`config.mk`:
```
export PLATFORM = sky130hd
export DESIGN_NAME = pral_ctrl
export DESIGN_NICKNAME = d
export VERILOG_FILES = /design/src/hw/rtl/pral_pkg.sv /design/src/hw/rtl/pral_ctrl.sv
export SDC_FILE = /design/constraint.sdc
export NUM_CORES = 1
export LEC_CHECK = 0
export CAP_MARGIN = 10
export CORE_AREA = 2 2 39 41
export CTS_CLUSTER_SIZE = 40
export DETAILED_ROUTE_END_ITERATION = 6
export DIE_AREA = 0 0 41 43
export DONT_BUFFER_PORTS = 1
export PLACE_DENSITY = 0.36
export SLEW_MARGIN = 20
export SYNTH_ARGS = -nofsm -noshare
export SYNTH_HDL_FRONTEND = slang
export SYNTH_SLANG_ARGS = --single-unit
```
`constraint.sdc`:
```
create_clock -name clk_i -period 3.9 [get_ports clk_i]
set_clock_uncertainty 0.15 [all_clocks]
set_input_delay 0.39 -clock clk_i [delete_from_list [all_inputs] [get_ports clk_i]]
set_output_delay 0.39 -clock clk_i [all_outputs]
set_load 0.005 [all_outputs]
```
`src/hw/rtl/pral_pkg.sv`:
```
// Shared types and constants for the PID address range lookup block.
`default_nettype none

package pral_pkg;

  // Fixed field widths of the item ports.
  localparam int unsigned PID_W        = 16;
  localparam int unsigned FIELD_ADDR_W = 48;
  localparam int unsigned TAG_W        = 16;
  localparam int unsigned WIN_W        = 8;

  // Operation codes.
  localparam logic OP_INSERT = 1'b0;
  localparam logic OP_LOOKUP = 1'b1;

  // Reset value of the close window register.
  localparam logic [WIN_W-1:0] WINDOW_RESET = 8'd12;

  // Input item.
  typedef struct packed {
    logic                    operation;
    logic [PID_W-1:0]        proc_id;
    logic [FIELD_ADDR_W-1:0] address;
    logic [FIELD_ADDR_W-1:0] range_end;
    logic [TAG_W-1:0]        range_tag;
  } in_item_t;

  // Result item.
  typedef struct packed {
    logic                    hit;
    logic [TAG_W-1:0]        found_tag;
    logic [FIELD_ADDR_W-1:0] offset;
    logic                    used_parent;
    logic                    table_full;
  } out_item_t;

  // Controller states, one-hot.
  typedef enum logic [4:0] {
    ST_IDLE   = 5'b00001,
    ST_SCAN   = 5'b00010,
    ST_CHECK  = 5'b00100,
    ST_WRITE  = 5'b01000,
    ST_FINISH = 5'b10000
  } state_e;

  // Commands from the controller to the datapath.
  typedef struct packed {
    logic load;
    logic scan;
    logic retry;
    logic check;
    logic write;
    logic finish;
  } ctrl_cmd_t;

  // Status from the datapath to the controller.
  typedef struct packed {
    logic scan_done;
    logic is_lookup;
    logic retry_ok;
    logic out_free;
  } ctrl_status_t;

endpackage

`default_nettype wire

```
`src/hw/rtl/pral_ctrl.sv`:
```
// Controller state machine that sequences table scans, writes and results.
`default_nettype none

module pral_ctrl (
  input  wire logic                  clk_i,
  input  wire logic                  rst_ni,
  input  wire logic                  in_valid_i,
  output logic                       in_ready_o,
  input  wire pral_pkg::ctrl_status_t status_i,
  output pral_pkg::ctrl_cmd_t        cmd_o
);

  import pral_pkg::*;

  state_e state_q, state_d;

  // Next state and command decode.
  always_comb begin
    state_d    = state_q;
    cmd_o      = '0;
    in_ready_o = 1'b0;
    unique case (state_q)
      ST_IDLE: begin
        in_ready_o = 1'b1;
        if (in_valid_i) begin
          cmd_o.load = 1'b1;
          state_d    = ST_SCAN;
        end
      end
      ST_SCAN: begin
        cmd_o.scan = 1'b1;
        if (status_i.scan_done) begin
          state_d = status_i.is_lookup ? ST_CHECK : ST_WRITE;
        end
      end
      ST_CHECK: begin
        if (status_i.retry_ok) begin
          cmd_o.retry = 1'b1;
          state_d     = ST_SCAN;
        end else begin
          cmd_o.check = 1'b1;
          state_d     = ST_FINISH;
        end
      end
      ST_WRITE: begin
        cmd_o.write = 1'b1;
        state_d     = ST_FINISH;
      end
      ST_FINISH: begin
        if (status_i.out_free) begin
          cmd_o.finish = 1'b1;
          state_d      = ST_IDLE;
        end
      end
      default: begin
        state_d = ST_IDLE;
      end
    endcase
  end

  // State register.
  always_ff @(posedge clk_i or negedge rst_ni) begin
    if (!rst_ni) begin
      state_q <= ST_IDLE;
    end else begin
      state_q <= state_d;
    end
  end

endmodule

`default_nettype wire

```
==> flow_summary.yaml <==
synth:
  syn_area_per_cell_sq_um: 9.07
  synthesis.instances: 36
  synth_fp_nets: 43
  netlist_area_sq_um: 327
  synth_async_sr_flop_share_pct: 100
  synth-main-ff-cell: "dfrtp_1"
  synth_cell_types: 23
  ys_seq_area_share_pct: 38.7
  synth_warnings: 0
  yosys_register_bits: 5
  synth_edf_count: 0
grt:
  grt_pass1_wl_mm: 1.16
  grt_pass1_vias: 280
  grt_use_total_pct: 10.1
  antenna_found_initial: 0
  grt_overflow: 0
  grt_max_degree: 8
layout:
  mostFrequentLayoutCells: "nor2_1, dfrtp_1, nor2b_1, and3_1, clkbuf_4"
  top_register: "state_q"
  fillCellCount: 155
  drive_gt1_share_pct: 12.2
  diodes: 0
  reg.largest.list: "state_q (5)"
  area_growth_pct: 17.2
  final_util_pct: 27.7
  largest_reg_flops: 5
  final_nets: 49
power_and_ir_drop:
  internal-power_uw: 144
  power_frac_clock_pct: 26.4
  power_density_nw_per_um2: 572
  switching_share_pct: 34.4
  combinationalPowerShare_pct: 34.3
  power_leakage_nw: 0.174
  p_sw_uw: 75.3
  ir_drop_mv: 0.239
  power_frac_seq_pct: 39.3
  finalPower_uw: 219
clock_network:
  clk_pin_slew_worst_paths_ns: 0.04
  clock_latency_ns: 0.24
  cts_tree: "built"
  root_buffer: "clkbuf_4"
  htreeDepth: 1
  clock_sinks: 5
  cts_setup_buffers: 0
  ctsResizeCount: 0
  cts_max_path_buffers: 2
  cts_made_buffers: 3
floorplanning:
  die_w_um: 41
  dieHeight_um: 43
  core_sq_um: 1380
  row_count: 14
  initial_utilization_pct: 23.6
  io_pins: 14
  fp.dieArea_sq_um: 1760
run_status:
  status: "complete, no violations"
timing:
  relSlewSlack_pct: 71.6
  post-route-period-util_pct: 46.8
  max_freq_mhz: 548
  period_needed_ns: 1.82
  tns_ns: 0
  slew_viol_final: 0
  grt_setup_unrepaired: "false"
  setup_violations: 0
  hold_viol_final: 0
  worstMarginPinSlew_ns: 0.421
worst_setup_path:
  crit_type: "flip-flop to output port"
  cp-start-kind: "flip-flop"
  rr_startpoint: "state_q[4]"
  endpoint_kind: "output port"
  arrival_ns: 1.28
  timing.critical_path.from: "state_q[4]"
  worstPathMaxFanout: 7
  worstPathRequired_ns: 3.36
detailed_routing:
  drt_wl_total_um: 726
  vias: 272
  drtAntennaViolNets: 0
  drt_iter0_markers: 3
  first_pass_iters: 3
  viasPerCell: 4.77
  wl_per_cell_um: 12.7
  route.detailed.drc: 0
place:
  port_buffers: 0
  dp_hpwl_um: 613
  gp_congestion: 0.707
worst_hold_path:
  worstHoldStart: "status_i[2]"
  hp-class: "input pin to flip-flop"
flow_run:
  cap_violations: 0
[stage by stage]
step	setup slack, ns	cells	instance area, sq um	hold WS, ns
floorplan	2.45	36	327	-0.0556
global placement	2.38	52	347	-0.0555
detailed placement	2.33	52	347	-0.0554
CTS	2.07	57	383	0.0540
global route	2.02	57	383	0.0641
finish	2.08	57	383	0.0660
[what timing repair did]
item | in CTS | in global routing
setup endpoints to repair | 0 | 0
hold endpoints to repair | 5 | 0
hold buffers | 1 | 0
[worst paths after layout]
path	to	slack, ns	depth (start not counted)
worst min register to register	state_q[0]	0.44	2
worst max-delay path	cmd_o[5]	2.08	2
max in group asynchronous	state_q[0]	3.06	1
min in group asynchronous	state_q[2]	0.29	1
worst max register to register	state_q[2]	2.50	3
worst min-delay path	state_q[3]	0.07	1
[Yosys cell counts (all sizes together), types with 2 or more instances]
| cell | instances | area, sq um |
|---|---|---|
| dfrtp | 4 | 100 |
| nor2 | 4 | 15.0 |
| and3 | 3 | 18.8 |
| nor2b | 3 | 18.8 |
| a21o | 2 | 15.0 |
| a22o | 2 | 17.5 |
| and2 | 2 | 12.5 |
| nor3 | 2 | 15.0 |
[power by group through the flow]
stage                     clock network (mW)  registers (mW)  logic [mW]
final                                 0.0577          0.0860      0.0751
after global routing                  0.0630          0.0885      0.0861
after CTS                             0.0616          0.0854      0.0762
after detailed placement                   0          0.0861      0.0743
after global placement                     0          0.0875      0.0748
after floorplan                            0          0.0822      0.0620
[critical path, stage by stage (launching register included)]
cell	delay, ns
dfrtp_1	0.43
nor3_2	0.35
and3_1	0.26
[area by class of cell]
cell class / count / area, sq um / area share [%]
repair buffers: 1 / 10.0 / 2.61
flip-flops and latches: 5 / 126 / 33.0
inverters: 1 / 3.75 / 0.980
multi-input cells: 30 / 196 / 51.3
well taps: 16 / 20.0 / 5.23
clock buffers: 4 / 26.3 / 6.86
[cells by family (layout without fill, tap and decap cells)]
family | Yosys count | in the layout | synth area share, %
XOR/XNOR | 1 | 1 | 2.68
buffers and inverters | 1 | 6 | 1.15
flip-flops | 5 | 5 | 38.7
AO/OA/AOI/OAI | 7 | 7 | 16.1
AND/OR/NAND/NOR | 22 | 22 | 41.4
[metal layers]
layer | up-vias | part of all wire [%] | global-route usage, %
met4 | 0 | 0 | 8.00
met1 | 121 | 42 | 12.8
met3 | 0 | 9.2 | 3.14
met5 | - | 0 | 0
met2 | 10 | 48 | 13.4
li1 | 141 | - | -
(Power assumes the default switching activity.)
